## config.mk

```make
export PLATFORM = sky130hd
export DESIGN_NAME = pixel_channel_mean
export DESIGN_NICKNAME = d
export VERILOG_FILES = /design/src/pcm_pkg.sv /design/src/pcm_accum.sv /design/src/pcm_divider.sv /design/src/pixel_channel_mean.sv
export VERILOG_INCLUDE_DIRS = /design/src /design/src/src
export SDC_FILE = /design/constraint.sdc
export NUM_CORES = 1
export LEC_CHECK = 0
export BUFFER_PORTS_ARGS = -buffer_cell sky130_fd_sc_hd__buf_4
export CAP_MARGIN = 40
export CORE_ASPECT_RATIO = 0.8
export CORE_MARGIN = 1.5
export CORE_UTILIZATION = 52
export DETAILED_ROUTE_END_ITERATION = 16
export GPL_ROUTABILITY_DRIVEN = 0
export PLACE_DENSITY = 0.69
export SYNTH_ARGS = -nofsm -noshare
export SYNTH_HDL_FRONTEND = slang
export SYNTH_SLANG_ARGS = --single-unit
```

## constraint.sdc

```tcl
create_clock -name clk -period 6.4 [get_ports clk]
set_clock_uncertainty 0.1 [all_clocks]
set_input_delay 0 -clock clk [delete_from_list [all_inputs] [get_ports clk]]
set_output_delay 0 -clock clk [all_outputs]
set_load 0.05 [all_outputs]
```

## src/pixel_channel_mean_defines.svh

```systemverilog
// Assertion macros used by the top level to check the channel-mean logic.
`ifndef PIXEL_CHANNEL_MEAN_DEFINES_SVH
`define PIXEL_CHANNEL_MEAN_DEFINES_SVH

// Same-cycle implication, checked on every rising edge outside reset.
`define PCM_ASSERT_SAME(lbl, ante, cons, msg) \
  lbl: assert property (@(posedge clk) disable iff (!rst_n) (ante) |-> (cons)) else $error(msg);

// Next-cycle implication, checked on every rising edge outside reset.
`define PCM_ASSERT_NEXT(lbl, ante, cons, msg) \
  lbl: assert property (@(posedge clk) disable iff (!rst_n) (ante) |=> (cons)) else $error(msg);

`endif

```

## src/pcm_pkg.sv

```systemverilog
// Package with the widths, constants and shared types of the channel-mean block.
package pcm_pkg;

  localparam int PIX_W      = 8;
  localparam int SUM_W      = 32;
  localparam int COUNT_W    = 25;
  localparam int MAX_PIXELS = 16777216;
  localparam int QUO_W      = 8;
  localparam int STEP_W     = $clog2(QUO_W);
  localparam int NUM_W      = SUM_W + 2;
  localparam int CHAN_N     = 3;
  localparam int CHAN_W     = $clog2(CHAN_N);

  typedef struct packed {
    logic busy;
    logic done;
  } div_stat_t;

  typedef enum logic [1:0] {
    ST_IDLE,
    ST_DIV_START,
    ST_DIV_WAIT,
    ST_EMIT
  } pcm_state_t;

endpackage

```

## src/pcm_accum.sv

```systemverilog
// Running channel sums, pixel count and dropped-pixel flag of one image.
module pcm_accum
  import pcm_pkg::*;
(
  input  logic               clk,
  input  logic               rst_n,
  input  logic               add_en,
  input  logic               clear,
  input  logic [PIX_W-1:0]   blue,
  input  logic [PIX_W-1:0]   green,
  input  logic [PIX_W-1:0]   red,
  output logic [SUM_W-1:0]   sum_blue,
  output logic [SUM_W-1:0]   sum_green,
  output logic [SUM_W-1:0]   sum_red,
  output logic [COUNT_W-1:0] pixel_count,
  output logic               dropped
);

  logic [SUM_W-1:0]   sum_b_r, sum_b_nxt;
  logic [SUM_W-1:0]   sum_g_r, sum_g_nxt;
  logic [SUM_W-1:0]   sum_r_r, sum_r_nxt;
  logic [COUNT_W-1:0] count_r, count_nxt;
  logic               drop_r, drop_nxt;
  logic               room;

  assign room = (count_r < COUNT_W'(MAX_PIXELS));

  always_comb begin
    sum_b_nxt = sum_b_r;
    sum_g_nxt = sum_g_r;
    sum_r_nxt = sum_r_r;
    count_nxt = count_r;
    drop_nxt  = drop_r;
    if (clear) begin
      sum_b_nxt = '0;
      sum_g_nxt = '0;
      sum_r_nxt = '0;
      count_nxt = '0;
      drop_nxt  = 1'b0;
    end else if (add_en) begin
      // Once the count is full, pixels are discarded and only flagged.
      if (room) begin
        sum_b_nxt = sum_b_r + SUM_W'(blue);
        sum_g_nxt = sum_g_r + SUM_W'(green);
        sum_r_nxt = sum_r_r + SUM_W'(red);
        count_nxt = count_r + COUNT_W'(1);
      end else begin
        drop_nxt = 1'b1;
      end
    end
  end

  always_ff @(posedge clk) begin
    if (!rst_n) begin
      sum_b_r <= '0;
      sum_g_r <= '0;
      sum_r_r <= '0;
      count_r <= '0;
      drop_r  <= 1'b0;
    end else begin
      sum_b_r <= sum_b_nxt;
      sum_g_r <= sum_g_nxt;
      sum_r_r <= sum_r_nxt;
      count_r <= count_nxt;
      drop_r  <= drop_nxt;
    end
  end

  assign sum_blue    = sum_b_r;
  assign sum_green   = sum_g_r;
  assign sum_red     = sum_r_r;
  assign pixel_count = count_r;
  assign dropped     = drop_r;

endmodule

```

## src/pcm_divider.sv

```systemverilog
// Restoring divider that forms one rounded channel mean, one quotient bit per cycle.
module pcm_divider
  import pcm_pkg::*;
(
  input  logic               clk,
  input  logic               rst_n,
  input  logic               start,
  input  logic [SUM_W-1:0]   sum,
  input  logic [COUNT_W-1:0] count,
  output div_stat_t          stat,
  output logic [QUO_W-1:0]   quotient
);

  logic [NUM_W-1:0]  rem_r, rem_nxt;
  logic [NUM_W-1:0]  dsh_r, dsh_nxt;
  logic [QUO_W-1:0]  quo_r, quo_nxt;
  logic [STEP_W-1:0] step_r, step_nxt;
  logic              busy_r, busy_nxt;
  logic              done_r, done_nxt;
  logic              zero_r, zero_nxt;
  logic [NUM_W:0]    diff;
  logic              fits;

  // The mean never exceeds the largest byte, so the quotient has only QUO_W bits
  // and the divisor starts shifted up by QUO_W-1 places.
  assign diff = {1'b0, rem_r} - {1'b0, dsh_r};
  assign fits = !diff[NUM_W];

  always_comb begin
    rem_nxt  = rem_r;
    dsh_nxt  = dsh_r;
    quo_nxt  = quo_r;
    step_nxt = step_r;
    busy_nxt = busy_r;
    zero_nxt = zero_r;
    done_nxt = 1'b0;
    if (start) begin
      // Numerator 2*sum + count, divisor 2*count gives round half up.
      rem_nxt  = {1'b0, sum, 1'b0} + NUM_W'(count);
      dsh_nxt  = NUM_W'({count, 1'b0, {(QUO_W-1){1'b0}}});
      quo_nxt  = '0;
      step_nxt = '0;
      busy_nxt = 1'b1;
      zero_nxt = (count == '0);
    end else if (busy_r) begin
      rem_nxt  = fits ? diff[NUM_W-1:0] : rem_r;
      quo_nxt  = {quo_r[QUO_W-2:0], fits};
      dsh_nxt  = dsh_r >> 1;
      step_nxt = step_r + STEP_W'(1);
      if (step_r == STEP_W'(QUO_W-1)) begin
        busy_nxt = 1'b0;
        done_nxt = 1'b1;
      end
    end
  end

  always_ff @(posedge clk) begin
    if (!rst_n) begin
      busy_r <= 1'b0;
      done_r <= 1'b0;
      step_r <= '0;
    end else begin
      busy_r <= busy_nxt;
      done_r <= done_nxt;
      step_r <= step_nxt;
    end
  end

  always_ff @(posedge clk) begin
    rem_r  <= rem_nxt;
    dsh_r  <= dsh_nxt;
    quo_r  <= quo_nxt;
    zero_r <= zero_nxt;
  end

  assign stat.busy = busy_r;
  assign stat.done = done_r;
  assign quotient  = zero_r ? '0 : quo_r;

endmodule

```

## src/pixel_channel_mean.sv

```systemverilog
// Top level of the per-channel RGB mean block: handshakes, sequencer and output register.
//
// Each accepted item is one pixel; a pixel without in_tlast is summed in the cycle it
// is accepted, so such pixels stream at one per cycle. The pixel marked last is summed
// the same way and then the block drops in_tready while one shared 34-bit restoring
// divider, eight quotient bits per channel at one bit per cycle, forms the blue, green
// and red means in turn (round half up). Each channel passes through a start cycle,
// eight quotient steps and a capture cycle, and then the emit state loads the output
// register, staying there for as long as an earlier result still waits to be taken.
// The result item carries the three means and an overflow flag that is set when more
// than 16777216 pixels arrived and the extra ones were dropped. The sums clear when
// the result is loaded into the output register, which holds it until taken; the next
// image can start streaming while that result waits.
`include "pixel_channel_mean_defines.svh"

module pixel_channel_mean
  import pcm_pkg::*;
(
  input  logic        clk,
  input  logic        rst_n,
  input  logic        in_tvalid,
  output logic        in_tready,
  input  logic [23:0] in_tdata,   // blue_in [7:0], green_in [15:8], red_in [23:16]
  input  logic        in_tlast,   // last
  output logic        out_tvalid,
  input  logic        out_tready,
  output logic [23:0] out_tdata,  // mean_blue [7:0], mean_green [15:8], mean_red [23:16]
  output logic        out_tuser   // overflow
);

  pcm_state_t         state_r, state_nxt;
  logic [CHAN_W-1:0]  chan_r, chan_nxt;
  logic [QUO_W-1:0]   means_r [CHAN_N];
  logic [23:0]        out_data_r;
  logic               out_user_r;
  logic               out_valid_r, out_valid_nxt;

  logic               in_acc;
  logic               div_start;
  logic               cap_q;
  logic               emit_go;
  logic               last_chan;
  div_stat_t          div_stat;
  logic [QUO_W-1:0]   quotient;
  logic [SUM_W-1:0]   sum_b, sum_g, sum_r, sum_sel;
  logic [COUNT_W-1:0] acc_count;
  logic               dropped;

  assign in_acc    = in_tvalid && in_tready;
  assign last_chan = (chan_r == CHAN_W'(CHAN_N-1));

  pcm_accum u_accum (
    .clk         (clk),
    .rst_n       (rst_n),
    .add_en      (in_acc),
    .clear       (emit_go),
    .blue        (in_tdata[7:0]),
    .green       (in_tdata[15:8]),
    .red         (in_tdata[23:16]),
    .sum_blue    (sum_b),
    .sum_green   (sum_g),
    .sum_red     (sum_r),
    .pixel_count (acc_count),
    .dropped     (dropped)
  );

  always_comb begin
    case (chan_r)
      CHAN_W'(0): sum_sel = sum_b;
      CHAN_W'(1): sum_sel = sum_g;
      default:    sum_sel = sum_r;
    endcase
  end

  pcm_divider u_divider (
    .clk      (clk),
    .rst_n    (rst_n),
    .start    (div_start),
    .sum      (sum_sel),
    .count    (acc_count),
    .stat     (div_stat),
    .quotient (quotient)
  );

  // Next state.
  always_comb begin
    state_nxt = state_r;
    case (state_r)
      ST_IDLE: begin
        if (in_acc && in_tlast) state_nxt = ST_DIV_START;
      end
      ST_DIV_START: state_nxt = ST_DIV_WAIT;
      ST_DIV_WAIT: begin
        if (div_stat.done) state_nxt = last_chan ? ST_EMIT : ST_DIV_START;
      end
      ST_EMIT: begin
        if (!out_valid_r || out_tready) state_nxt = ST_IDLE;
      end
      default: state_nxt = ST_IDLE;
    endcase
  end

  // State outputs.
  always_comb begin
    in_tready = 1'b0;
    div_start = 1'b0;
    cap_q     = 1'b0;
    emit_go   = 1'b0;
    case (state_r)
      ST_IDLE:      in_tready = 1'b1;
      ST_DIV_START: div_start = 1'b1;
      ST_DIV_WAIT:  cap_q     = div_stat.done;
      ST_EMIT:      emit_go   = !out_valid_r || out_tready;
      default: begin
        in_tready = 1'b0;
      end
    endcase
  end

  always_comb begin
    chan_nxt = chan_r;
    if (cap_q) chan_nxt = last_chan ? '0 : chan_r + CHAN_W'(1);
  end

  always_comb begin
    out_valid_nxt = out_valid_r;
    if (emit_go) out_valid_nxt = 1'b1;
    else if (out_tready) out_valid_nxt = 1'b0;
  end

  always_ff @(posedge clk) begin
    if (!rst_n) begin
      state_r     <= ST_IDLE;
      chan_r      <= '0;
      out_valid_r <= 1'b0;
    end else begin
      state_r     <= state_nxt;
      chan_r      <= chan_nxt;
      out_valid_r <= out_valid_nxt;
    end
  end

  always_ff @(posedge clk) begin
    if (cap_q) means_r[chan_r] <= quotient;
    if (emit_go) begin
      out_data_r <= {means_r[2], means_r[1], means_r[0]};
      out_user_r <= dropped;
    end
  end

  assign out_tvalid = out_valid_r;
  assign out_tdata  = out_data_r;
  assign out_tuser  = out_user_r;

  `PCM_ASSERT_SAME(a_out_from_emit, $rose(out_tvalid), $past(state_r == ST_EMIT), "stray result")
  `PCM_ASSERT_SAME(a_div_done_waited, div_stat.done, state_r == ST_DIV_WAIT, "divider done early")
  `PCM_ASSERT_SAME(a_busy_in_wait, div_stat.busy, state_r == ST_DIV_WAIT, "busy outside wait")
  `PCM_ASSERT_NEXT(a_clear_after_emit, emit_go, acc_count == '0 && !dropped, "sums not cleared")
  `PCM_ASSERT_SAME(a_count_bound, 1'b1, acc_count <= COUNT_W'(MAX_PIXELS), "count over limit")

endmodule
```

==> results.cfg, run 1 <==
[outcome]
status = finished, final reports clean

[routing]
wl_per_cell_um = 16.01
drc = 0
route.antenna.remaining_nets = 0
dr.pass1.iters = 5
vias = 12090
vias_per_cell = 5.613
routed_wl_mm = 34.46
drt_iter0_markers = 1034

[power]
powerDensity_nw_per_um2 = 242.9
leakagePower_nw = 6.409
design_power_total_mw = 4.113
peakVddDrop_mv = 0.1838

[logic_synthesis]
synth_top_area_cell = edfxtp_1
avgSynthCellArea_um2 = 8.776
synth.distinct_cells = 64
yosys-top-cells-count = 199 x nand2_1, 190 x nor2_1, 148 x dfxtp_1, 143 x a21oi_1, 115 x o21ai_0
ys.flop_type = dfxtp_1
synth_seq_area_share_pct = 42.07
yosys_warnings = 0
syn_nets = 1810
syn-instance-count = 1689
synth-seq-cells = 257
yosysMostFrequentCell = nand2_1
syn_area_um2 = 14820
synth_edf_count = 109
synthArstFlopShare_pct = 0
synth_area_leaders = edfxtp_1 22%, dfxtp_1 20%, ha_1 7.3%
synth_top_area_share_pct = 22.08

[setup_path]
max_stage_delay_ns = 0.66
ff2ff_path_depth = 15
worstSetupEndpointType = register
worstPathRequired_ns = 6.57
critical_path_buf_inv_count = 2
crit_cells = 15
critPathSlowestCell = a211oi_1
cp_max_fo = 26
startpoint_type = register
cp_top_family = compound AO/OA/AOI/OAI gates
cp.arrival_ns = 4.22
worstSetupPathType = register to register
path_cells = buf_12 > mux2i_1 > o21ai_0 > ha_1 > inv_1 > fa_1 > nand2b_1 > a21oi_1 > o41ai_1 > a211oi_1 > a211oi_1 > nor3_1 > xor2_1 > nand2_1 > o21ai_0

[global_routing]
grt_max_degree = 70
grt_pass1_vias = 11170
grt_first_pass_wirelength_mm = 57.10
overflow = 0
grt_usage_pct = 23.57
antenna_found_initial = 0

[final_layout]
syn2layout_area_growth_pct = 14.23
nets = 1885
utilization_pct = 60.16
multiInputGateArea_um2 = 8069
fillers = 2391
seq_area_um2 = 6240
antenna_cells = 0
drive_above_1_share_pct = 7.572

[floorplan]
fp.dieH_um = 154.0
die_w_um = 191.8
coreArea_um2 = 28150
num_rows = 55
start_util_pct = 52.67
dieArea_um2 = 29530
top_level_ports = 56

[cts]
cts_tree = done
clock_latency_ns = 0.53
ctsResizeCount = 0
clk_pin_slew_ns = 0.07
cts_buffer_depth = 3
h-tree-depth = 1
root_buffer = clkbuf_16
numClockSinks = 257
cts_buffers = 26
cts_setup_buffers = 0

[placed_design]
dp_hpwl_mm = 24.51
port_buffers = 55

[sta]
slew-limit-headroom_pct = 42.22
setup_tns_ns = 0
rsz0062_at_grt = false
whs_ns = 0.2579
slew_violations = 0
period_needed_ns = 4.050
hold_violations = 0
fin_crit_sh_pct = 63.28
tightest_slew_ns = 0.8655
setup_viol = 0
fmax_mhz = 246.9

[min_path]
hold_class = primary input to register
min_path_cells = 3

[flow_run]
cap_violations = 0
[registers in the layout, indices dropped and copies added, names as in the netlist]
signal,count
u_accum.dropped,1
u_divider.step_r,3
u_divider.zero_r,1
out_tuser,1
u_accum.sum_red,32
u_accum.sum_blue,32
u_divider.done_r,1
u_divider.rem_r,34
u_divider.dsh_r,33
chan_r,2
u_accum.pixel_count,25
u_divider.busy_r,1
u_divider.quo_r,8
u_accum.sum_green,32
out_tvalid,1
out_tdata,24
means_r,24
state_r,2
[logic make-up after synthesis]
group	after synthesis	synth area share, %
adders and majority gates	92	8.019
muxes	56	3.841
DFF	257	42.07
and+or+nand+nor	650	20.49
xor gates and xnor gates	142	8.390
buffers and inverters	141	3.638
AOI/OAI and AO/OA	351	13.55
[worst paths after layout]
| kind | to | slack [ns] | startpoint |
|---|---|---|---|
| setup reg to reg | u_divider.rem_r[29] | 2.35 | chan_r[0] |
| setup / recovery | u_divider.rem_r[29] | 2.35 | chan_r[0] |
| hold reg to reg | out_tdata[22] | 0.32 | means_r[2][6] |
| hold / removal | u_divider.busy_r | 0.26 | rst_n |
[cell usage in the layout (no fill, tap or decap), drive strengths merged, types with 35 or more instances in the layout]
| cell type | netlist | final |
|---|---|---|
| nand2 | 199 | 199 |
| nor2 | 191 | 191 |
| dfxtp | 148 | 148 |
| a21oi | 143 | 143 |
| o21ai | 120 | 120 |
| edfxtp | 109 | 109 |
| ha | 87 | 87 |
| inv | 82 | 83 |
| nand3 | 72 | 72 |
| xor2 | 72 | 72 |
| buf | 8 | 71 |
| xnor2 | 70 | 70 |
| mux2i | 52 | 52 |
| dlygate4sd3 | 0 | 35 |
| nor3 | 35 | 35 |
| clkbuf | 51 | 35 |
[cell type report]
type                            instances  share of cell area [%]
Multi-Input combinational cell       1291                   47.65
Sequential cell                       257                   36.85
Timing Repair Buffer                  106                   5.645
Clock buffer                           35                   4.345
Tap cell                              370                   2.734
Inverter                               82                   1.818
Clock inverter                         12                  0.9532
[per-layer routing]
layer | part of all wire (%) | vias to the layer above | track usage [%]
met4 | 2.0 | 0 | 5.022
met3 | 5.0 | 50 | 2.945
met1 | 51 | 5680 | 37.06
met2 | 41 | 303 | 34.18
met5 | 0 | - | 0
li1 | - | 6052 | -
[power breakdown]
| group | internal, mW | leakage (nW) | total [mW] | switching, mW |
|---|---|---|---|---|
| registers | 1.79 | 2.21 | 1.84 | 0.0463 |
| logic | 0.284 | 3.76 | 0.674 | 0.390 |
| clock network | 0.964 | 0.440 | 1.60 | 0.637 |
[through the flow]
step,cells,setup slack (ns),instance area [µm²]
final,2153,2.350,16930
after global routing,2153,2.048,16930
after CTS,2153,2.349,16930
after detailed placement,2071,2.352,15690
after global placement,2064,1.996,15560
after floorplan,1689,2.412,14820
[what timing repair did]
item | 4_1_cts | 5_1_grt
hold buffers | 35 | 0
hold endpoints to repair | 82 | 0
endpoints found under the setup margin | 0 | 0
[tightest hold or removal path, cell delays in order]
cell and delay (ns):
dlygate4sd3_1 0.54, buf_4 0.18, a21boi_0 0.13
Note: power is estimated with default switching activity, not from simulation.
==> run 2, diff against run 1 <==
--- a/config.mk
+++ b/config.mk
@@ -13,7 +13,7 @@
 export CORE_UTILIZATION = 52
 export DETAILED_ROUTE_END_ITERATION = 16
 export GPL_ROUTABILITY_DRIVEN = 0
-export PLACE_DENSITY = 0.69
+export PLACE_DENSITY = 0.72
 export SYNTH_ARGS = -nofsm -noshare
 export SYNTH_HDL_FRONTEND = slang
 export SYNTH_SLANG_ARGS = --single-unit
==> constraint.sdc (replaced) <==
create_clock -name clk -period 3.6 [get_ports clk]
set_clock_uncertainty 0.1 [all_clocks]
set_input_delay 0 -clock clk [delete_from_list [all_inputs] [get_ports clk]]
set_output_delay 0 -clock clk [all_outputs]
set_load 0.05 [all_outputs]
==> run 2 against run 1 <==
  * Core utilization grew 0.10 points
  * Hold slack lost 0.038 ns
  * Wire length grew 1.0%
==> results.cfg, run 2 (same netlist as run 1, synthesis figures left out) <==
[global_routing]
overflow = 0
grt_max_degree = 123
grt_pass1_vias = 11160
grt_first_pass_wirelength_mm = 56.88
grt_usage_pct = 23.43
antenna_found_initial = 0

[final_layout]
nets = 1898
fin_area_um2 = 16960
syn2layout_area_growth_pct = 14.43
seq_area_um2 = 6245
antenna_cells = 0
utilization_pct = 60.26
multiInputGateArea_um2 = 8127
mostFrequentLayoutCell = nand2_1
largest_reg_flops = 34
drive_above_1_share_pct = 8.797
top_regs = u_divider.rem_r (34), u_divider.dsh_r (33)
layout_common_cells = 198 x nand2_1, 189 x nor2_1, 145 x dfxtp_1
fillers = 2349
largest_register = u_divider.rem_r

[min_path]
hold_class = primary input to register
holdPathEnd = u_accum.dropped
min_path_cells = 4
min_from = in_tvalid

[cts]
h-tree-depth = 1
clock_latency_ns = 0.53
cts_tree = done
numClockSinks = 257
root_buffer = clkbuf_16
cts_buffers = 27
clk_pin_slew_ns = 0.06
cts_buffer_depth = 3

[sta]
setup_viol = 0
slew-limit-headroom_pct = 41.80
hold_violations = 0
period_needed_ns = 3.442
tightest_slew_ns = 0.8698
slew_violations = 0
whs_ns = 0.2202
setup_tns_ns = 0
fin_crit_sh_pct = 95.61
fmax_mhz = 290.5

[routing]
vias_per_cell = 5.675
route.antenna.remaining_nets = 0
dr.pass1.iters = 6
vias = 12290
drt_iter0_markers = 1080
wl_per_cell_um = 16.07
routed_wl_mm = 34.81
drc = 0

[power]
leakagePower_nw = 6.416
powerDensity_nw_per_um2 = 415.9
peakVddDrop_mv = 0.3718
design_power_total_mw = 7.054

[setup_path]
startpoint_type = register
worstPathRequired_ns = 3.84
r2r-start = chan_r[0]
critPathSlowestCell = ha_1
critical_path_buf_inv_count = 1
cp_max_fo = 13
ff2ff_path_depth = 12
reg2reg_slack_ns = 0.16
r2r-end = u_divider.rem_r[33]
crit_path_frequent_cell = a211oi_4
max_stage_delay_ns = 0.45
worstSetupEndpointType = register
worstSetupPathType = register to register
cp_top_family = compound AO/OA/AOI/OAI gates
path_cells = buf_6 > mux2i_1 > o21ai_0 > ha_1 > and4_1 > and3_1 > nand2_1 > a211oi_4 > a211oi_4 > nor3_1 > o21ai_1 > a211oi_1
cp.arrival_ns = 3.68

[placed_design]
dpl_cell_area_um2 = 15700
port_buffers = 55
dp_hpwl_mm = 24.92

[floorplan]
num_rows = 55
coreArea_um2 = 28150
dieArea_um2 = 29530
start_util_pct = 52.67
top_level_ports = 56
fp.dieH_um = 154.0
die_w_um = 191.8

[flow_run]
cap_violations = 0

[outcome]
status = finished, final reports clean
run 2: area by class of cell:
cell class / count / share of cell area [%]
Tap cell: 370 / 2.729
Inverter: 82 / 1.815
Clock inverter: 12 / 0.3983
Multi-Input combinational cell: 1291 / 47.91
Clock buffer: 36 / 4.419
Timing Repair Buffer: 118 / 5.909
Sequential cell: 257 / 36.82
run 2: worst max path at each step:
| stage | cells past startpoint | startpoint | endpoint | slack (ns) |
|---|---|---|---|---|
| 2_1_floorplan | 16 | chan_r[1] | u_divider.rem_r[22] | 0.01 |
| 3_3_place_gp | 13 | u_divider.rem_r[0] | u_divider.rem_r[0] | 0.16 |
| 3_5_place_dp | 13 | u_divider.rem_r[0] | u_divider.rem_r[0] | 0.008 |
| 4_1_cts | 12 | chan_r[0] | u_divider.rem_r[22] | 0.04 |
| 5_1_grt | 12 | chan_r[1] | u_divider.rem_r[22] | -0.02 |
| 6_report | 12 | chan_r[0] | u_divider.rem_r[33] | 0.16 |
run 2: layer usage:
| layer | wire length [µm] | global-route usage [%] | vias to the layer above |
|---|---|---|---|
| met3 | 1826 | 2.374 | 59 |
| met2 | 14660 | 34.81 | 386 |
| li1 | - | - | 6088 |
| met5 | 0 | 0 | - |
| met4 | 682 | 4.576 | 0 |
| met1 | 17640 | 36.69 | 5759 |
run 2: report_power, final:
part / switching (mW) / internal (mW)
clock network: 1.11 / 1.46
logic: 0.702 / 0.514
registers: 0.0897 / 3.18
run 2: timing repair:
item / in CTS / in global routing
setup buffers: 0 / 4
hold endpoints to repair: 39 / 0
hold buffers: 35 / 0
gates resized for setup: 2 / 14
pin swaps: 0 / 3
endpoints found under the setup margin: 36 / 51
run 2: stage by stage:
stage | worst slack (ns) | cells
2_1_floorplan | 0.01386 | 1689
3_3_place_gp | 0.1603 | 2079
3_5_place_dp | 0.007931 | 2079
4_1_cts | 0.03822 | 2162
5_1_grt | -0.01662 | 2166
6_report | 0.1581 | 2166
run 2: tightest hold or removal path, stage by stage:
cell and delay, ns:
dlygate4sd3_1 0.53, buf_4 0.13, a31oi_1 0.07, nor2_1 0.07
==> run 3, diff against run 2 <==
--- a/config.mk
+++ b/config.mk
@@ -6,6 +6,7 @@
 export SDC_FILE = /design/constraint.sdc
 export NUM_CORES = 1
 export LEC_CHECK = 0
+export ABC_AREA = 1
 export BUFFER_PORTS_ARGS = -buffer_cell sky130_fd_sc_hd__buf_4
 export CAP_MARGIN = 40
 export CORE_ASPECT_RATIO = 0.8
@@ -13,7 +14,7 @@
 export CORE_UTILIZATION = 52
 export DETAILED_ROUTE_END_ITERATION = 16
 export GPL_ROUTABILITY_DRIVEN = 0
-export PLACE_DENSITY = 0.72
+export PLACE_DENSITY = 0.71
 export SYNTH_ARGS = -nofsm -noshare
 export SYNTH_HDL_FRONTEND = slang
 export SYNTH_SLANG_ARGS = --single-unit
==> run 3 against run 2 <==
  * Worst setup slack gained 0.16 ns
  * Global-route usage increased by 6.3 points
  * Flip-flop and latch count is the same
  * Die area up 15%
  * Combinational power rose to 4.0 times the previous value
  * Area after synthesis up 15%
  * Final area increased by 13%
  * Critical endpoint is now u_divider.rem_r[22]
  * Largest power group is now combinational cells
  * Highest routed layer unchanged
==> results.cfg, run 3 <==
[outcome]
status = finished, final reports clean

[final_layout]
largest_register = u_divider.rem_r
instances_no_fill = 3003
mostFrequentLayoutCell = nand2_1
seq_area_um2 = 6238
multiInputGateArea_um2 = 9213
nets = 2675
largest_reg_flops = 34
fillers = 2971
drive_above_1_share_pct = 6.832
utilization_pct = 59.36
layout_common_cells = 607 x nand2_1, 369 x inv_1, 261 x nor2_1
syn2layout_area_growth_pct = 12.54
top_regs = u_divider.rem_r (34), u_divider.dsh_r (33)
antenna_cells = 0

[logic_synthesis]
syn_area_um2 = 17100
avgSynthCellArea_um2 = 6.918
synth_adder_area_share_pct = 6.953
yosysMostFrequentCell = nand2_1
synth_top_area_cell = edfxtp_1
syn-instance-count = 2471
synth_area_leaders = edfxtp_1 19%, dfxtp_1 17%, nand2_1 13%
synth_top_family_by_area = simple AND/OR/NAND/NOR gates
synth_top_area_share_pct = 19.15
synth_compound_area_share_pct = 13.10
synth-seq-cells = 257
synth_seq_area_share_pct = 36.48
syn_nets = 2592
ys.flop_type = dfxtp_1
synth-simple-area-share_pct = 31.49
yosys-top-cells-count = 607 x nand2_1, 369 x inv_1, 262 x nor2_1, 187 x a21oi_1, 174 x nand3_1
synthArstFlopShare_pct = 0
synth.mux.area_fraction_pct = 0
synth.distinct_cells = 49
synth_xor_area_share_pct = 2.254
synth_edf_count = 109
yosys_warnings = 0

[cts]
h-tree-depth = 1
clk_pin_slew_ns = 0.07
cts_setup_buffers = 0
cts_tree = done
cts_buffers = 28
root_buffer = clkbuf_16
clock_latency_ns = 0.58
cts_buffer_depth = 3
numClockSinks = 257

[sta]
period_needed_ns = 3.287
tightest_slew_ns = 0.9470
slew-limit-headroom_pct = 36.64
fin_crit_sh_pct = 91.30
setup_viol = 0
rsz0062_at_grt = false
whs_ns = 0.2203
slew_violations = 0
fmax_mhz = 304.3
setup_tns_ns = 0
hold_violations = 0

[setup_path]
max_stage_delay_ns = 0.42
reg2reg_slack_ns = 0.31
startpoint_type = register
critPathSlowestCell = dfxtp_1
worstSetupPathType = register to register
r2r-end = u_divider.rem_r[22]
cp.arrival_ns = 3.51
worstPathRequired_ns = 3.82
worstSetupEndpointType = register
ff2ff_path_depth = 15
r2r-start = chan_r[0]
path_cells = nor2_2 > buf_4 > a21oi_1 > ha_1 > nand2_1 > nor2_1 > inv_1 > nor2_1 > nand2_1 > nand2_1 > inv_1 > o21bai_1 > nand2_1 > nand3_1 > nand2_1
cp_top_family = simple AND/OR/NAND/NOR gates
critical_path_buf_inv_count = 3
cp_max_fo = 23
crit_path_frequent_cell = nand2_1

[flow_run]
cap_violations = 0

[global_routing]
grt_pass1_vias = 14770
grt_first_pass_wirelength_mm = 79.29
grt_usage_pct = 29.77
grt_max_degree = 81
antenna_found_initial = 0
overflow = 0

[routing]
wl_per_cell_um = 17.01
dr.pass1.iters = 6
vias_per_cell = 5.603
routed_wl_mm = 51.09
drt_iter0_markers = 2115
route.antenna.remaining_nets = 0
drc = 0
vias = 16830

[min_path]
min_from = rst_n
hold_class = primary input to register
min_path_cells = 4
holdPathEnd = u_divider.step_r[0]

[placed_design]
port_buffers = 55
dp_hpwl_mm = 39.11
post-place-cells = 2916

[power]
leakagePower_nw = 8.550
peakVddDrop_mv = 0.3502
powerDensity_nw_per_um2 = 612.9

[floorplan]
die_w_um = 205.7
coreArea_um2 = 32410
fp.dieH_um = 165.2
num_rows = 59
top_level_ports = 56
start_util_pct = 52.75
dieArea_um2 = 33980
-- run 3: changes by cell type in the layout (fill, tap and decap cells not counted), sizes merged, moves of 28 or more --
cell | before | now
nand4 | 17 | 53
nand3 | 72 | 179
o21ai | 120 | 153
inv | 82 | 377
nor3 | 35 | 64
nor2 | 191 | 280
a21oi | 143 | 187
nand2 | 199 | 615
xor2 | 72 | 36
nor2b | 30 | 0
xnor2 | 70 | 8
or3 | 28 | 0
mux2i | 52 | 0
-- run 3: worst min-delay path, cell delays in order --
cell           delay (ns)
dlygate4sd3_1        0.53
buf_4                0.12
nand2_1              0.11
nor2_1               0.10
-- run 3: per-stage QoR --
| stage | setup slack (ns) | area (µm²) | power, mW |
|---|---|---|---|
| after CTS | 0.2388 | 19230 | 11.71 |
| after detailed placement | 0.2614 | 17980 | 8.789 |
| final | 0.3133 | 19240 | 11.79 |
| after global routing | 0.1374 | 19240 | 12.56 |
| after global placement | 0.3871 | 17930 | 8.683 |
| after floorplan | 0.6495 | 17100 | 7.489 |
-- run 3: kinds of logic (layout without fill, tap and decap cells) --
logic type	Yosys count	in the layout
and+or+nand+nor	1231	1231
buffers and inverters	430	535
AOI/OAI and AO/OA	417	417
DFF	257	257
adders and majority gates	92	92
xor gates and xnor gates	44	44
-- run 3: worst max-delay path by stage --
stage                     startpoint             endpoint  slack, ns  depth (start not counted)
final                      chan_r[0]  u_divider.rem_r[22]       0.31                         15
after detailed placement   chan_r[1]  u_divider.rem_r[25]       0.26                         14
after CTS                  chan_r[1]  u_divider.rem_r[25]       0.24                         14
after global placement     chan_r[1]  u_divider.rem_r[25]       0.39                         14
after floorplan            chan_r[1]  u_divider.rem_r[19]       0.65                         18
after global routing       chan_r[1]  u_divider.rem_r[22]       0.14                         17
-- run 3: routing by layer --
layer  vias up  global-route usage [%]  wire length (µm)
li1       8316                       -                 -
met1      7621                   44.27             23500
met2       789                   43.60             20850
met3       101                   5.514              5308
met4         0                   8.660              1434
met5         -                       0                 0
-- run 3: final cells by class --
| type | instances | area share (%) |
|---|---|---|
| clock buffer | 32 | 3.720 |
| clock inverter | 20 | 0.9755 |
| inverter | 378 | 7.375 |
| multi-input combinational | 1784 | 47.89 |
| sequential | 257 | 32.43 |
| tap | 427 | 2.777 |
| timing repair buffer | 105 | 4.839 |
-- run 3: repair_timing --
action / 4_1_cts / 5_1_grt
setup endpoints to repair: 0 / 4
hold buffers: 34 / 0
hold endpoints to repair: 48 / 0
gates resized for setup: 0 / 2
-- run 3: power by group --
group | internal (mW) | switching, mW
clock network | 1.58 | 1.27
registers | 3.72 | 0.285
logic | 1.67 | 3.26
total | 6.97 | 4.82
